File: src/hw/rtl/imubma_pkg.sv
// Shared types and fixed constants for the IMU bias calibration and moving-average block.
// Depends on nothing; every other file of the block refers to it by scoped names.
`timescale 1ns / 1ps

package imubma_pkg;

    localparam int SMP_W    = 16;
    localparam int CH_NUM   = 6;
    localparam int AXIS_NUM = 3;

    // Calibration counter and gyro sum widths.
    localparam int CNT_W = 7;
    localparam int SUM_W = 23;

    // Magnitude width of a gyro calibration sum, the dividend of the bias division.
    localparam int DIV_W = 22;

    // Conversion to deg/s in Q.4: floor(m * 40 / 41) = (m * RATE_MULT) >> RATE_SHIFT
    // for every magnitude m up to 32768.
    localparam int                      RATE_SHIFT  = 27;
    localparam int                      RATE_MULT_W = 27;
    localparam logic [RATE_MULT_W-1:0]  RATE_MULT   = 27'd130944160;

    typedef logic signed [SMP_W-1:0] t_smp;

    typedef struct packed {
        t_smp accel_x_sample;
        t_smp accel_y_sample;
        t_smp accel_z_sample;
        t_smp gyro_x_sample;
        t_smp gyro_y_sample;
        t_smp gyro_z_sample;
    } t_smp_beat;

    typedef struct packed {
        t_smp accel_x_avg;
        t_smp accel_y_avg;
        t_smp accel_z_avg;
        t_smp gyro_x_rate;
        t_smp gyro_y_rate;
        t_smp gyro_z_rate;
        logic bias_ready;
    } t_avg_beat;

    typedef struct packed {
        logic busy;      // bias divider running
        logic bias_now;  // bias valid once the current beat is taken
    } t_cal_status;

endpackage

File: src/hw/rtl/imubma_cell.sv
// One cell of the window chain: holds a partial window sum and passes it on,
// adding the newest sample each time the chain shifts. Depends on imubma_pkg.
`timescale 1ns / 1ps

module imubma_cell #(
    parameter int ACC_W = 19
) (
    input  logic                     i_clk,
    input  logic                     i_rst_n,
    input  logic                     i_shift,
    input  imubma_pkg::t_smp         i_smp,
    input  logic signed [ACC_W-1:0]  i_part,
    output logic signed [ACC_W-1:0]  o_part
);

    logic signed [ACC_W-1:0] r_part;
    logic signed [ACC_W-1:0] n_part;

    assign n_part = i_part + ACC_W'(i_smp);
    assign o_part = r_part;

    always_ff @(posedge i_clk) begin
        if (!i_rst_n) begin
            r_part <= '0;
        end else if (i_shift) begin
            r_part <= n_part;
        end
    end

endmodule

File: config.mk
export PLATFORM = sky130hd
export DESIGN_NAME = imubma_cell
export DESIGN_NICKNAME = d
export VERILOG_FILES = /design/src/hw/rtl/imubma_pkg.sv /design/src/hw/rtl/imubma_cell.sv
export SDC_FILE = /design/constraint.sdc
export NUM_CORES = 1
export LEC_CHECK = 0
export BUFFER_PORTS_ARGS = -buffer_cell sky130_fd_sc_hd__buf_4
export CORE_UTILIZATION = 51
export DETAILED_ROUTE_END_ITERATION = 12
export GPL_TIMING_DRIVEN = 0
export PLACE_DENSITY = 0.81
export SLEW_MARGIN = 0
export SYNTH_ARGS = -nofsm -noshare
export SYNTH_HDL_FRONTEND = slang
export SYNTH_SLANG_ARGS = --single-unit
File: constraint.sdc
create_clock -name i_clk -period 2.45 [get_ports i_clk]
set_clock_uncertainty 0.05 [all_clocks]
set_input_delay 0.3675 -clock i_clk [delete_from_list [all_inputs] [get_ports i_clk]]
set_output_delay 0.3675 -clock i_clk [all_outputs]
set_load 0.01 [all_outputs]
## Word-level counts from Yosys, hierarchy flattened

Index checks and enable logic that the tools add are counted.

| storage, ports and cells | value |
|---|---|
| register bits | 19 |
| input port bits | 38 |
| output and inout bits | 19 |

| cells by class | value |
|---|---|
| add/subtract/negate cells | 1 |

Operators by type and width:

| operator | number |
|---|---|
| 19-bit by 16-bit adder with 19-bit output | 1 |

## Longest topological paths before layout

Gate-level depths: netlist of the first run.

| depth | value |
|---|---|
| word-level depth | 1 |
| gate-level depth with buffers | 9 |

## Worst setup path before layout of the first run

No wires, ideal clock.

| path | value |
|---|---|
| path type | input -> register |
| start | input i_smp[0] |
| end | register r_part[12], in the netlist o_part[12] |
| setup time | 0.062 ns |
| data arrival time | 2.095 ns |
| data required time | 2.338 ns |
| slack | 0.243 ns |
| stages on the path | 9 |
| buffers on the path | 0 |
| cells stage by stage | ha_1 inv_1 fa_1 and2b_1 o2111ai_1 a21oi_2 nor2_1 or4_1 nand3_1 |

| between the ends | value |
|---|---|
| word-level cells in the longest chain between the ends | 1 |

RTL lines:

| element | line | RTL |
|---|---|---|
| from (decl) | imubma_cell.sv:11 | `input imubma_pkg::t_smp i_smp,` |
| 19-bit by 16-bit adder with 19-bit output | imubma_cell.sv:19 | `assign n_part = i_part + ACC_W'(i_smp);` |
| to (signal assigned) | imubma_cell.sv:26 | `r_part <= n_part;` |
| to (decl) | imubma_cell.sv:16 | `logic signed [ACC_W-1:0] r_part;` |

Every way passes these cells.
A chain may end at the register's enable or synchronous reset.

## Worst setup path after layout of the first run

Ends and elaborated chain as after synthesis.

==> run_results.csv, run 1 <==
group,metric,value,unit
outcome,run_status,"complete, no violations",
setup_path,end_kind,"flip-flop",
layout,drive_gt1_share,25.7,%
sta,fin_crit,2.22,ns
layout,largest_reg_flops,19,
synth,synth_common_cells,"nor2_1 (24), dfxtp_1 (19), ha_1 (18)",
pwr,clkPwrFrac,17.9,%
synth,syn_nets,273,
grt,grt_overflow,0,
clocking,clock_tree.root_cell,"clkbuf_4",
setup_path,critPathLaunchType,"input port",
detailed_routing,drc,0,
synth,synth_top_cell_by_area,"dfxtp_1",
detailed_routing,vias,1805,
clocking,numCtsBuffers,3,
clocking,clk_pin_slew,0.12,ns
clocking,cts_resized,0,
synth,synth.top_cells.by_area,"dfxtp_1 (23%), ha_1 (13%), nor2_1 (5.3%)",
die,die_area,3550,sq um
sta,fmax,451,MHz
layout,n_fill_cell,281,
setup_path,crit_fanout,3,
clocking,htree_num_levels,1,
synth,ys_ff_latch,19,
die,die_w,59.6,um
layout,final_cell_area,2190,sq um
clocking,clk_latency,0.30,ns
synth,synth_edf_count,0,
layout,finalCoreUtilization,70.6,%
clocking,cts_max_path_buffers,2,
setup_path,critical_path_buf_inv_count,2,
detailed_routing,drt_wl_total,4410,um
grt,grt_pass1_wl,7150,um
sta,finalCritPeriodShare,90.6,%
pwr,switching_share,36.4,%
setup_path,path_class,"input port to flip-flop",
worst_hold_path,hold_class,"input port to flip-flop",
detailed_routing,wl_per_cell,13.8,um
synth,synth_most_common_cell,"nor2_1",
placed_design,postPlaceCellArea,2170,sq um
grt,grt_max_degree,11,
detailed_routing,avgViaCountPerCell,5.64,
synth,synth_top_area_share,22.5,%
sta,rsz0062_at_grt,"no",
setup_path,max_stage_delay,0.53,ns
grt,antenna_found_initial,0,
layout,syn2layout_area_growth,29.7,%
placed_design,place_inst,316,
setup_path,arrival,2.42,ns
clocking,cts.sinks,19,
job,drv_cap,0,
grt,first_global_vias,1664,
die,start_util,54.5,%
setup_path,path_delay_family,"simple AND/OR/NAND/NOR gates",
pwr,p_switching,0.341,mW
layout,final_cells,320,
layout,final_nets,334,
sta,hold_viol_final,0,
synth,async_reset_ff_share,0,%
sta,setup_viol,0,
setup_path,crit_slowest_cell,"or4_1",
clocking,holdBufCountCts,0,
placed_design,io_buffers,56,
pwr,power.density,427,nW/um^2
clocking,cts_tree,"built",
pwr,ir_drop,0.251,mV
detailed_routing,drt-initial-drc-count,109,
setup_path,required,2.65,ns
sta,drv_slew,0,
grt,grt_usage,26.4,%
pwr,combPwrFrac,43.7,%
die,die-height,59.6,um
synth,yosysUniqueCellTypes,57,
die,core,3100,sq um
die,fp-row-count,20,
clocking,postCtsSetupBuffers,0,
pwr,power.leakage,1.01,nW
die,ios,57,
synth,synth_flop_cell,"dfxtp_1",
synth,syn_area,1690,sq um
layout,antenna_cells,0,
synth,yosysWarnings,0,
synth,avgSynthCellArea,7.83,sq um
placed_design,hpwlAfterDp,3550,um
sta,slew_headroom,61.0,%
synth,yosysSeqAreaShare,22.5,%
detailed_routing,first_pass_iters,7,
synth,syn_inst,216,
detailed_routing,antenna_left,0,
placed_design,gp_congestion,0.894,
pwr,p_seq_share,38.4,%
pwr,internal-power,0.596,mW
setup_path,worstPathCellList,"buf_4 > ha_1 > inv_1 > fa_1 > and2b_1 > o2111ai_1 > a21oi_2 > nor2_1 > or4_1 > nand3_1",
sta,tightest_slew,0.586,ns
logic make-up after synthesis:
family                   share of synthesized area, %
buffers and inverters                            4.07
AO/OA/AOI/OAI                                    26.2
XOR/XNOR                                         3.11
adder cells (fa/ha/maj)                          14.5
multiplexers                                     3.55
flip-flops                                       22.5
AND/OR/NAND/NOR                                  26.1
layout by cell type, fill, tap and decap left out, drive strengths merged, types with 3 or more instances in the layout:
master,Yosys,final
buf,1,57
nor2,24,24
dfxtp,19,19
a21oi,19,19
ha,18,18
nand2,18,18
o21ai,13,13
nand3,10,10
nor3,10,10
clkbuf,6,10
inv,9,9
mux2i,6,6
nor2b,5,5
and3,4,4
xor2,4,4
o211ai,4,4
a211oi,4,4
o2111ai,4,4
o21a,3,3
nor3b,3,3
tightest hold or removal path, stage by stage:
cell      delay (ns)
buf_4           0.14
nand3_1         0.07
o311ai_1        0.08
path summary, 6_finish.rpt:
check                               start                      end  slack, ns  depth (start not counted)
hold / removal                    i_shift   o_part[7]$_SDFFE_PN0P_       0.34                          3
setup reg to reg  o_part[17]$_SDFFE_PN0P_  o_part[17]$_SDFFE_PN0P_       1.51                          3
setup / recovery                 i_smp[0]  o_part[12]$_SDFFE_PN0P_       0.23                         10
hold reg to reg   o_part[16]$_SDFFE_PN0P_  o_part[16]$_SDFFE_PN0P_       0.42                          2
routing by layer:
layer  track usage [%]  vias to the layer above  share of wire, %
li1                  -                      919                 -
met1              36.5                      818                48
met2              42.9                       61                46
met3              2.84                        7               4.7
met4              8.31                        0               1.5
met5                 0                        -                 0
final cells by class:
| type | count | area, sq um | area share, % |
|---|---|---|---|
| Buffer | 7 | 31.3 | 1.43 |
| Clock buffer | 4 | 26.3 | 1.20 |
| Inverter | 10 | 37.5 | 1.71 |
| Multi-Input combinational cell | 180 | 1240 | 56.6 |
| Sequential cell | 19 | 380 | 17.4 |
| Tap cell | 44 | 55.1 | 2.51 |
| Timing Repair Buffer | 56 | 420 | 19.2 |
stage by stage:
step	setup TNS (ns)	power [mW]	setup WS, ns	hold slack, ns
global placement	-0.0225	0.762	-0.0225	0.393
CTS	0	0.935	0.252	0.342
detailed placement	-0.0613	0.770	-0.0613	0.395
floorplan	0	0.615	0.243	0.417
global route	0	0.999	0.0883	0.335
finish	0	0.937	0.231	0.343
power groups by stage:
stage	Clock (mW)	Combinational, mW	Sequential, mW
6_report	0.168	0.409	0.359
5_1_grt	0.184	0.452	0.362
4_1_cts	0.169	0.406	0.359
3_5_place_dp	0	0.404	0.366
3_3_place_gp	0	0.398	0.365
2_1_floorplan	0	0.235	0.380
Power figures use the tool's default switching activity.
==> inputs of run 2 (changes only) <==
CORE_UTILIZATION = 46   (was 51)
PLACE_DENSITY = 0.74   (was 0.81)
==> run 2 against run 1 <==
Effect of this change: setup slack improved by 0.049 ns; highest routed layer unchanged; fmax increased by 2.3%; largest power group unchanged; clock power hardly changed; critical path type unchanged; non-clock buffer count unchanged; via count shrank 1.2%; wire length is 2.8% lower.
==> run_results.csv, run 2 (synthesis results as in run 1) <==
group,metric,value,unit
setup_path,path_class,"input port to flip-flop",
worst_hold_path,hold_class,"input port to flip-flop",
sta,setup_viol,0,
setup_path,rr_endpoint,"o_part[17]$_SDFFE_PN0P_",
pwr,power.leakage,1.01,nW
die,die_w,62.6,um
clocking,cts.sinks,19,
sta,rsz0062_at_grt,"no",
pwr,clkPwrFrac,18.2,%
layout,final_cells,322,
layout,n_fill_cell,329,
pwr,p_switching,0.337,mW
placed_design,io_buffers,56,
layout,syn2layout_area_growth,29.8,%
clocking,holdBufCountCts,0,
die,start_util,49.5,%
detailed_routing,drt-initial-drc-count,119,
setup_path,crit_fanout,3,
clocking,cts_max_path_buffers,2,
clocking,clk_pin_slew,0.12,ns
die,die-height,62.6,um
placed_design,place_inst,318,
sta,fin_crit,2.17,ns
pwr,power.density,425,nW/um^2
layout,largest_reg_flops,19,
die,fp-row-count,21,
sta,fmax,461,MHz
clocking,htree_num_levels,1,
setup_path,crit_slowest_cell,"or4_1",
detailed_routing,wl_per_cell,13.3,um
setup_path,worstPathCellList,"buf_4 > ha_1 > inv_1 > fa_1 > and2b_1 > o2111ai_1 > a21oi_2 > nor2_1 > or4_1 > nand3_1",
sta,hold_viol_final,0,
pwr,combPwrFrac,43.5,%
die,core,3420,sq um
detailed_routing,antenna_left,0,
placed_design,gp_congestion,0.893,
setup_path,r2r-start,"o_part[17]$_SDFFE_PN0P_",
pwr,internal-power,0.596,mW
sta,finalCritPeriodShare,88.6,%
worst_hold_path,hold_start,"i_shift",
setup_path,required,2.66,ns
setup_path,arrival,2.38,ns
grt,first_global_vias,1690,
clocking,postCtsSetupBuffers,0,
die,ios,57,
layout,layout_common_cells,"buf_4 (57), nor2_1 (24), dfxtp_1 (19)",
sta,tightest_slew,0.554,ns
worst_hold_path,whs_endpoint,"o_part[7]$_SDFFE_PN0P_",
worst_hold_path,hold_depth,3,
setup_path,path_delay_family,"simple AND/OR/NAND/NOR gates",
grt,grt_usage,23.9,%
detailed_routing,avgViaCountPerCell,5.54,
outcome,run_status,"complete, no violations",
setup_path,critical_path_buf_inv_count,2,
layout,multi_input_area,1240,sq um
setup_path,max_stage_delay,0.52,ns
layout,regArea,380,sq um
grt,antenna_found_initial,0,
detailed_routing,first_pass_iters,4,
detailed_routing,vias,1784,
job,drv_cap,0,
placed_design,hpwlAfterDp,3500,um
pwr,switching_share,36.1,%
clocking,numCtsBuffers,3,
clocking,cts_resized,0,
layout,drive_gt1_share,25.7,%
die,die_area,3920,sq um
grt,grt_pass1_wl,7510,um
sta,drv_slew,0,
pwr,ir_drop,0.267,mV
detailed_routing,drt_wl_total,4280,um
layout,final_nets,334,
sta,slew_headroom,63.1,%
clocking,clk_latency,0.30,ns
layout,final_common_cell,"buf_4",
setup_path,end_kind,"flip-flop",
setup_path,critPathLaunchType,"input port",
detailed_routing,drc,0,
sta,setup_slack,0.280,ns
layout,antenna_cells,0,
placed_design,post-place-ws,-0.0453,ns
grt,grt_max_degree,11,
setup_path,ff2ff_path_depth,3,
clocking,cts_tree,"built",
setup_path,worst-r2r-setup-slack,1.54,ns
grt,grt_overflow,0,
layout,finalCoreUtilization,64.2,%
pwr,p_seq_share,38.3,%
clocking,clock_tree.root_cell,"clkbuf_4",
[run 2: power groups by stage]
stage,Sequential (mW),Combinational (mW),Clock (mW)
floorplan,0.380,0.235,0
global placement,0.364,0.399,0
detailed placement,0.366,0.403,0
CTS,0.359,0.405,0.172
global route,0.362,0.452,0.190
finish,0.358,0.406,0.169
[run 2: per-stage QoR]
step	power, mW	setup TNS (ns)	hold slack [ns]	instance area (sq um)
final	0.933	0	0.328	2190
after global routing	1.00	0	0.346	2190
after CTS	0.935	0	0.329	2190
after detailed placement	0.769	-0.0453	0.388	2170
after global placement	0.763	-0.0214	0.390	2170
after floorplan	0.615	0	0.417	1690
[run 2: layout make-up]
class                   instances  share of cell area (%)
multi-input cells             180                    56.6
repair buffers                 56                    19.2
flip-flops and latches         19                    17.3
well taps                      46                    2.62
inverters                      10                    1.71
plain buffers                   7                    1.43
clock buffers                   4                    1.20
[run 2: per-layer routing]
metal,wire (um),global-route usage (%)
met1,2120,32.6
met2,1940,38.3
met3,175,3.28
met4,44,7.85
met5,0,0
[run 2: how the worst max path moves through the flow]
stage               startpoint  slack, ns  cells after the start                 endpoint
CTS                   i_smp[0]       0.27                     10  o_part[12]$_SDFFE_PN0P_
global route          i_smp[0]       0.17                     10  o_part[12]$_SDFFE_PN0P_
floorplan             i_smp[0]       0.24                      9  o_part[12]$_SDFFE_PN0P_
global placement      i_smp[0]      -0.02                     10  o_part[12]$_SDFFE_PN0P_
finish                i_smp[0]       0.28                     10  o_part[12]$_SDFFE_PN0P_
detailed placement    i_smp[0]      -0.05                     10  o_part[12]$_SDFFE_PN0P_
[run 2: worst min-delay path: stages]
cell and delay, ns:
buf_4 0.14, nand3_1 0.06, o311ai_1 0.07
