[config.mk]
export PLATFORM = sky130hd
export DESIGN_NAME = imubma_cal
export DESIGN_NICKNAME = d
export VERILOG_FILES = /design/src/hw/rtl/imubma_pkg.sv /design/src/hw/rtl/imubma_cal.sv
export SDC_FILE = /design/constraint.sdc
export NUM_CORES = 2
export LEC_CHECK = 0
export BUFFER_PORTS_ARGS = -buffer_cell sky130_fd_sc_hd__buf_2
export CORE_MARGIN = 10
export CORE_UTILIZATION = 38
export CTS_CLUSTER_DIAMETER = 200
export DETAILED_ROUTE_END_ITERATION = 12
export GPL_TIMING_DRIVEN = 1
export HOLD_SLACK_MARGIN = 0.05
export PLACE_DENSITY = 0.58
export SYNTH_ARGS = -nofsm -noshare
export SYNTH_HDL_FRONTEND = slang
export SYNTH_SLANG_ARGS = --single-unit
export TNS_END_PERCENT = 30
[constraint.sdc]
create_clock -name i_clk -period 12.25 [get_ports i_clk]
set_input_delay 3.0625 -clock i_clk [delete_from_list [all_inputs] [get_ports i_clk]]
set_output_delay 3.0625 -clock i_clk [all_outputs]
set_load 0.01 [all_outputs]
[src/hw/rtl/imubma_pkg.sv]
// Shared types and fixed constants for the IMU bias calibration and moving-average block.
// Depends on nothing; every other file of the block refers to it by scoped names.
`timescale 1ns / 1ps

package imubma_pkg;

    localparam int SMP_W    = 16;
    localparam int CH_NUM   = 6;
    localparam int AXIS_NUM = 3;

    // Calibration counter and gyro sum widths.
    localparam int CNT_W = 7;
    localparam int SUM_W = 23;

    // Magnitude width of a gyro calibration sum, the dividend of the bias division.
    localparam int DIV_W = 22;

    // Conversion to deg/s in Q.4: floor(m * 40 / 41) = (m * RATE_MULT) >> RATE_SHIFT
    // for every magnitude m up to 32768.
    localparam int                      RATE_SHIFT  = 27;
    localparam int                      RATE_MULT_W = 27;
    localparam logic [RATE_MULT_W-1:0]  RATE_MULT   = 27'd130944160;

    typedef logic signed [SMP_W-1:0] t_smp;

    typedef struct packed {
        t_smp accel_x_sample;
        t_smp accel_y_sample;
        t_smp accel_z_sample;
        t_smp gyro_x_sample;
        t_smp gyro_y_sample;
        t_smp gyro_z_sample;
    } t_smp_beat;

    typedef struct packed {
        t_smp accel_x_avg;
        t_smp accel_y_avg;
        t_smp accel_z_avg;
        t_smp gyro_x_rate;
        t_smp gyro_y_rate;
        t_smp gyro_z_rate;
        logic bias_ready;
    } t_avg_beat;

    typedef struct packed {
        logic busy;      // bias divider running
        logic bias_now;  // bias valid once the current beat is taken
    } t_cal_status;

endpackage

[src/hw/rtl/imubma_cal.sv]
// Gyro bias calibration: sums the first calibration sets, divides by reciprocal multiplication,
// magnitude first and sign after, then subtracts the bias from later gyro readings with saturation.
// Depends on imubma_pkg.
`timescale 1ns / 1ps

module imubma_cal #(
    parameter int CAL_SAMPLES = 100
) (
    input  logic                     i_clk,
    input  logic                     i_rst_n,
    input  logic                     i_accept,
    input  imubma_pkg::t_smp         i_gyro [imubma_pkg::AXIS_NUM],
    output imubma_pkg::t_smp         o_gyro [imubma_pkg::AXIS_NUM],
    output imubma_pkg::t_cal_status  o_status
);

    localparam int CNT_W = imubma_pkg::CNT_W;
    localparam int SUM_W = imubma_pkg::SUM_W;
    localparam int DIV_W = imubma_pkg::DIV_W;
    localparam int SMP_W = imubma_pkg::SMP_W;
    localparam int AXES  = imubma_pkg::AXIS_NUM;

    // Reciprocal of the calibration length, exact for every sum magnitude below 2**DIV_W.
    localparam int             DIV_SHIFT  = DIV_W + $clog2(CAL_SAMPLES);
    localparam int             DIV_PROD_W = DIV_SHIFT + SMP_W;
    localparam logic [DIV_W:0] DIV_RECIP  =
        (DIV_W + 1)'((2 ** DIV_SHIFT + CAL_SAMPLES - 1) / CAL_SAMPLES);

    localparam logic [CNT_W-1:0] CAL_LAST = CNT_W'(CAL_SAMPLES);

    logic                                 r_bias_valid;
    logic                                 r_busy;
    logic                                 r_step;
    logic [CNT_W-1:0]                     r_cnt;
    logic signed [SUM_W-1:0]              r_sum  [AXES];
    logic [SMP_W-1:0]                     r_quo  [AXES];
    logic                                 r_neg  [AXES];
    imubma_pkg::t_smp                     r_bias [AXES];

    logic [CNT_W-1:0]                     n_cnt;
    logic                                 w_cal_last;
    logic                                 w_cal_take;
    logic signed [SUM_W-1:0]              n_sum  [AXES];
    logic [DIV_W-1:0]                     w_mag  [AXES];
    logic [DIV_PROD_W-1:0]                w_prod [AXES];
    logic signed [SMP_W:0]                w_diff [AXES];

    assign n_cnt      = r_cnt + 1'b1;
    assign w_cal_last = (n_cnt >= CAL_LAST);
    assign w_cal_take = i_accept && !r_bias_valid;

    always_comb begin
        for (int c = 0; c < AXES; c++) begin
            n_sum[c]  = r_sum[c] + SUM_W'(i_gyro[c]);
            // Truncation toward zero: divide the magnitude, restore the sign afterwards.
            w_mag[c]  = r_sum[c][SUM_W-1] ? DIV_W'(-r_sum[c]) : DIV_W'(r_sum[c]);
            w_prod[c] = DIV_PROD_W'(w_mag[c]) * DIV_PROD_W'(DIV_RECIP);

            w_diff[c] = (SMP_W + 1)'(i_gyro[c]) - (SMP_W + 1)'(r_bias[c]);
            if (!r_bias_valid) begin
                o_gyro[c] = i_gyro[c];
            end else if (w_diff[c][SMP_W] != w_diff[c][SMP_W-1]) begin
                o_gyro[c] = w_diff[c][SMP_W] ? {1'b1, {(SMP_W-1){1'b0}}}
                                             : {1'b0, {(SMP_W-1){1'b1}}};
            end else begin
                o_gyro[c] = w_diff[c][SMP_W-1:0];
            end
        end
    end

    assign o_status.busy     = r_busy;
    assign o_status.bias_now = r_bias_valid || w_cal_last;

    always_ff @(posedge i_clk) begin
        if (!i_rst_n) begin
            r_bias_valid <= 1'b0;
            r_busy       <= 1'b0;
            r_cnt        <= '0;
            r_step       <= 1'b0;
            for (int c = 0; c < AXES; c++) begin
                r_sum[c] <= '0;
            end
        end else if (r_busy) begin
            r_step <= 1'b1;
            if (r_step) begin
                r_busy <= 1'b0;
            end
        end else if (w_cal_take) begin
            r_cnt <= n_cnt;
            for (int c = 0; c < AXES; c++) begin
                r_sum[c] <= n_sum[c];
            end
            if (w_cal_last) begin
                r_bias_valid <= 1'b1;
                r_busy       <= 1'b1;
                r_step       <= 1'b0;
            end
        end
    end

    // While busy, the quotient magnitude is registered first and the sign is applied to it after.
    always_ff @(posedge i_clk) begin
        if (r_busy) begin
            for (int c = 0; c < AXES; c++) begin
                if (!r_step) begin
                    r_quo[c] <= w_prod[c][DIV_SHIFT + SMP_W - 1:DIV_SHIFT];
                    r_neg[c] <= r_sum[c][SUM_W-1];
                end else begin
                    r_bias[c] <= r_neg[c] ? -r_quo[c] : r_quo[c];
                end
            end
        end
    end

endmodule

## Yosys cells after proc, flatten, opt, wreduce, memory -nomap -nowiden

Memories as Yosys holds them, arrays and structs flattened.
Index checks and enable logic that the tools add are counted.

- Register bits: 10
- RAM bits: 168
- Output and inout bits: 50
- Logic and storage cells: 75
- Memories: 4

Memories:

| name | words | width | rd ports | clocked after memory_dff | write ports | RTL line | text |
|---|---|---|---|---|---|---|---|
| r_sum | 3 | 23 | 3 | 0 | 3 | imubma_cal.sv:35 | `logic signed [SUM_W-1:0] r_sum [AXES];` |
| r_bias | 3 | 16 | 3 | 0 | 3 | imubma_cal.sv:38 | `imubma_pkg::t_smp r_bias [AXES];` |
| r_quo | 3 | 16 | 3 | 0 | 3 | imubma_cal.sv:36 | `logic [SMP_W-1:0] r_quo [AXES];` |
| r_neg | 3 | 1 | 3 | 0 | 3 | imubma_cal.sv:37 | `logic r_neg [AXES];` |

- Add/subtract/negate cells: 13
- Multipliers: 3
- $lt $le $gt $ge: 1
- Equality and inequality tests: 3
- Muxes and demuxes: 35
- Bitwise logic cells: 4
- Reduce and logical (&&, ||, !) cells: 8

Operator list:

| operator | number |
|---|---|
| $mux 16 | 12 |
| $mul 22x22->44 const B | 3 |
| $add 23x16->23 | 3 |
| $mux 23 | 3 |
| $mux 22 | 3 |
| $neg 22->22 | 3 |
| $sub 16x16->17 | 3 |
| $neg 16->16 | 3 |
| $mux 1 | 17 |
| $add 7x1->7 const B | 1 |
| $ge 7x7->1 const B | 1 |
| $reduce_and 2->1 | 2 |
| $reduce_bool 2->1 | 2 |
| $ne 1x1->1 | 3 |
| $or 1x1->1 | 3 |
| $reduce_and 3->1 | 1 |
| $logic_and 1x1->1 | 1 |
| $logic_not 1->1 | 1 |
| $logic_or 1x1->1 | 1 |
| $not 1->1 | 1 |

## Logic depth before layout (Yosys ltp)

- Word-level depth: 7
- Gate-level depth with buffers: 31

## Worst setup path after synthesis

OpenSTA, ideal clock, no wires.

- Path type: input to output
- Start point: input i_gyro[32] (netlist name)
- End point: output o_gyro[35] (netlist name)
- Data arrival time: 5.685 ns
- Data required time: 9.188 ns
- Setup slack: 3.503 ns
- Stages on the path: 14
- Path buffers: 2
- Cells stage by stage: inv_1 ha_1 fa_1 nor2b_1 o31a_1 o211ai_1 a211oi_1 o31ai_1 a21boi_0 a2bb2oi_1 buf_2 buf_2 a21oi_1 o2bb2ai_1

RTL lines:

| what | RTL line | text |
|---|---|---|
| start: declaration | imubma_cal.sv:12 | `input imubma_pkg::t_smp i_gyro [imubma_pkg::AXIS_NUM],` |
| end: declaration | imubma_cal.sv:13 | `output imubma_pkg::t_smp o_gyro [imubma_pkg::AXIS_NUM],` |

==> impl_metrics.csv <==
group,metric,value,unit
routing,wl_per_cell,18.4,um
floorplanning,design.core.area,104000,sq um
cells_and_area,post_route_cells_drive_above_1_share,5.05,%
floorplanning,die_w,344,um
floorplanning,top_level_ports,101,
cts,root_buffer,"sky130_fd_sc_hd__clkbuf_16",
grt,grt_first_pass_wirelength,166,mm
yosys,synth_sequential_area_ratio,13.1,%
floorplanning,floorplan.rows,118,
worst_setup_path,setup.reg_to_reg.worst_slack,2.90,ns
yosys,synth_enable_flop_cells,168,
timing,final.setup.worst_slack,2.31,ns
timing,min_period,9.94,ns
timing,min_period_over_period,81.1,%
yosys,synth-warning-count,0,
yosys,synth.largest_area_cell,"sky130_fd_sc_hd__fa_1",
worst_setup_path,endpoint_kind,"output port",
routing,vias_per_cell,5.05,
cts,postCtsSetupBuffers,0,
cells_and_area,syn_to_final_growth,7.45,%
placed_design,place.port_buffers,100,
timing,holdWs,0.555,ns
placed_design,pre_cts_slack,2.37,ns
timing,slew_headroom,13.5,%
timing,clock_skew,0.0196,ns
yosys,post-synth-top-area-fraction,26.5,%
yosys,synth-main-ff-cell,"sky130_fd_sc_hd__edfxtp_1",
floorplanning,fp.dieArea,118000,sq um
floorplanning,starting_density_of_the_core,38.4,%
cts,cts.path.max_buffers,2,
timing,rsz0062_at_grt,"no",
cts,cts-buffers-inserted,17,
cts,cts_sink_count,178,
worst_setup_path,worst_reg2reg_path_startpoint,"r_sum[0][5]",
placed_design,place_congestion,0.911,
worst_setup_path,cp_max_fo,21,
hold_path,timing.hold.worst.class,"reg2reg",
yosys,postSynthRegisterBits,178,
cts,clk-insertion-delay-late,0.50,ns
worst_setup_path,worst_r2r_path_depth,23,
routing,drt-pass1-iter-count,5,
worst_setup_path,critical_path.endpoint,"o_gyro[46]",
flow_run,max_cap_viol_count,0,
grt,grt_overflow,0,
timing,tns,0,ns
grt,antenna_violations_before_repair,11,
grt,number_of_global_route_vias_before_repair,29600,
yosys,synth_area_per_cell,9.62,sq um
worst_setup_path,critical_path_arrival,6.87,ns
timing,final-max-slew-violation-count,0,
timing,final_count_of_negative_setup_slack_endpoints,0,
cts,clk_pin_slew,0.08,ns
worst_setup_path,crit_required,9.19,ns
timing,report.final.hold_viol_count,0,
worst_setup_path,crit_top_cell,"sky130_fd_sc_hd__buf_2",
routing,drt_wl_total,104,mm
cts,holdBufCountCts,0,
worst_setup_path,timing.rr.end,"r_quo[0][12]",
grt,grt_start_max_net_pins,53,
cells_and_area,layout.nets,5648,
timing,maxClockFrequency,0.101,GHz
worst_setup_path,cp-start-kind,"input pin",
yosys,cell_count_after_synthesis,4152,
worst_setup_path,critical-path-max-stage-delay,0.88,ns
worst_setup_path,critical_path.startpoint,"i_gyro[32]",
timing,transition_time_at_the_pin_with_the_least_slew_margin,1.29,ns
worst_setup_path,path_class,"in2out",
cts,htreeDepth,4,
routing,remaining_drc_errors,0,
yosys,asyncSetResetFlopFracSynth,0,%
routing,drt_iter0_markers,1462,
placed_design,detailedPlacementHpwl,90.8,mm
grt,grt_overall_usage,17.9,%
cts,post_cts_resized,0,
yosys,synthDistinctLibCells,77,
cts,clock_tree_from_tritoncts,"yes",
floorplanning,die_h,344,um
yosys,synth_area_leaders,"sky130_fd_sc_hd__fa_1 (27%), sky130_fd_sc_hd__ha_1 (25%), sky130_fd_sc_hd__edfxtp_1 (13%)",
routing,vias,28600,
yosys,synth_nets,5539,
routing,final_antenna_net_count,0,
worst_setup_path,worstPathCellList,"buf_2 -> inv_1 -> ha_1 -> fa_1 -> nor2b_1 -> o31a_1 -> o211ai_1 -> a211oi_1 -> o31ai_1 -> a21boi_0 -> a2bb2oi_1 -> buf_4 -> a31oi_1 -> o31ai_2 -> buf_2",
yosys,synthesis.area,39900,sq um
run_status,outcome,"finished clean",
worst_setup_path,slowest_stage,"sky130_fd_sc_hd__o31ai_2",
-- worst max-delay path, delay by kind of cell --
family / cells / cell delay, ns
AO/OA/AOI/OAI: 8 / 2.28
adder cells (fa/ha/maj): 2 / 0.64
buffers and inverters: 4 / 0.68
AND/OR/NAND/NOR: 1 / 0.18
-- layer usage --
| layer | share of wire (%) | global-route usage [%] | vias up |
|---|---|---|---|
| met5 | 0 | 0 | - |
| met4 | 1.6 | 3.54 | 0 |
| met3 | 4.9 | 2.71 | 88 |
| met2 | 44 | 27.9 | 529 |
| met1 | 50 | 26.1 | 14000 |
| li1 | - | - | 14000 |
-- area by class of cell --
type / instances / area [sq um]
clock inverters: 15 / 185
well taps: 1380 / 1730
flip-flops and latches: 178 / 5250
inverters: 1008 / 3780
multi-input cells: 2919 / 30800
fillers: 10300 / 61000
clock buffers: 17 / 425
repair buffers: 137 / 778
diodes: 2 / 5.00
-- kinds of logic (layout without fill, tap and decap cells) --
| family | count (synthesis) | after routing | synth area share, % |
|---|---|---|---|
| adder cells (fa/ha/maj) | 1342 | 1342 | 51.9 |
| buffers and inverters | 1055 | 1177 | 9.98 |
| AO/OA/AOI/OAI | 680 | 680 | 11.2 |
| AND/OR/NAND/NOR | 621 | 621 | 7.62 |
| XOR/XNOR | 263 | 263 | 5.77 |
| flip-flops | 178 | 178 | 13.1 |
| multiplexers | 13 | 13 | 0.345 |
| other | 0 | 2 | 0 |
-- state kept, by name, summed over array words and instances (netlist names) --
name / flops
r_sum: 69
r_bias: 48
r_neg: 3
r_bias_valid: 1
r_cnt: 7
r_quo: 48
r_step: 1
r_busy: 1
-- Yosys cell counts, types with 32 or more instances --
master,count
sky130_fd_sc_hd__inv_1,1005
sky130_fd_sc_hd__ha_1,807
sky130_fd_sc_hd__fa_1,529
sky130_fd_sc_hd__nor2_1,187
sky130_fd_sc_hd__a21oi_1,184
sky130_fd_sc_hd__edfxtp_1,168
sky130_fd_sc_hd__xnor2_1,164
sky130_fd_sc_hd__o21ai_0,141
sky130_fd_sc_hd__nand2_1,133
sky130_fd_sc_hd__xor2_1,99
sky130_fd_sc_hd__a21o_1,79
sky130_fd_sc_hd__nor3_1,49
sky130_fd_sc_hd__clkbuf_1,41
sky130_fd_sc_hd__o31ai_1,40
sky130_fd_sc_hd__nand3_1,39
sky130_fd_sc_hd__o21a_1,34
sky130_fd_sc_hd__nor2b_1,32
-- through the flow --
step | utilization, % | cells | area [sq um]
2_1_floorplan | - | 4152 | 39900
3_3_place_gp | 40.7 | 5622 | 42300
3_5_place_dp | 40.7 | 5622 | 42300
4_1_cts | 41.3 | 5654 | 42900
5_1_grt | 41.3 | 5654 | 42900
6_report | 41.3 | 5656 | 42900
-- cell usage in the layout (no fill, tap or decap), drive strengths merged, types with 14 or more instances in the layout --
master / count
nand2: 133
o21a: 34
inv: 1014
and2: 22
clkbuf: 17
fa: 529
nor3: 49
nand2b: 29
or4: 16
xnor2: 164
a21oi: 184
nand3: 39
buf: 137
or3: 28
o41ai: 17
o2bb2ai: 25
a211oi: 24
o31ai: 41
nor2b: 32
o21ai: 144
ha: 807
nor2: 187
edfxtp: 168
xor2: 99
a21o: 79
a31oi: 14
nand4: 24
and3: 22
-- worst min path at each step --
stage	from	end	cells past startpoint
floorplan	r_quo[0][0]	r_bias[0][0]	0
global placement	r_quo[0][0]	r_bias[0][0]	0
detailed placement	r_quo[0][32]	r_bias[0][32]	0
CTS	r_quo[0][32]	r_bias[0][32]	0
global route	r_quo[0][47]	r_bias[0][47]	1
finish	r_quo[0][32]	r_bias[0][32]	0
Power is left out: the tool's default activity adds up to more than one toggle a clock period on the data nets, which glitch-free logic cannot reach.
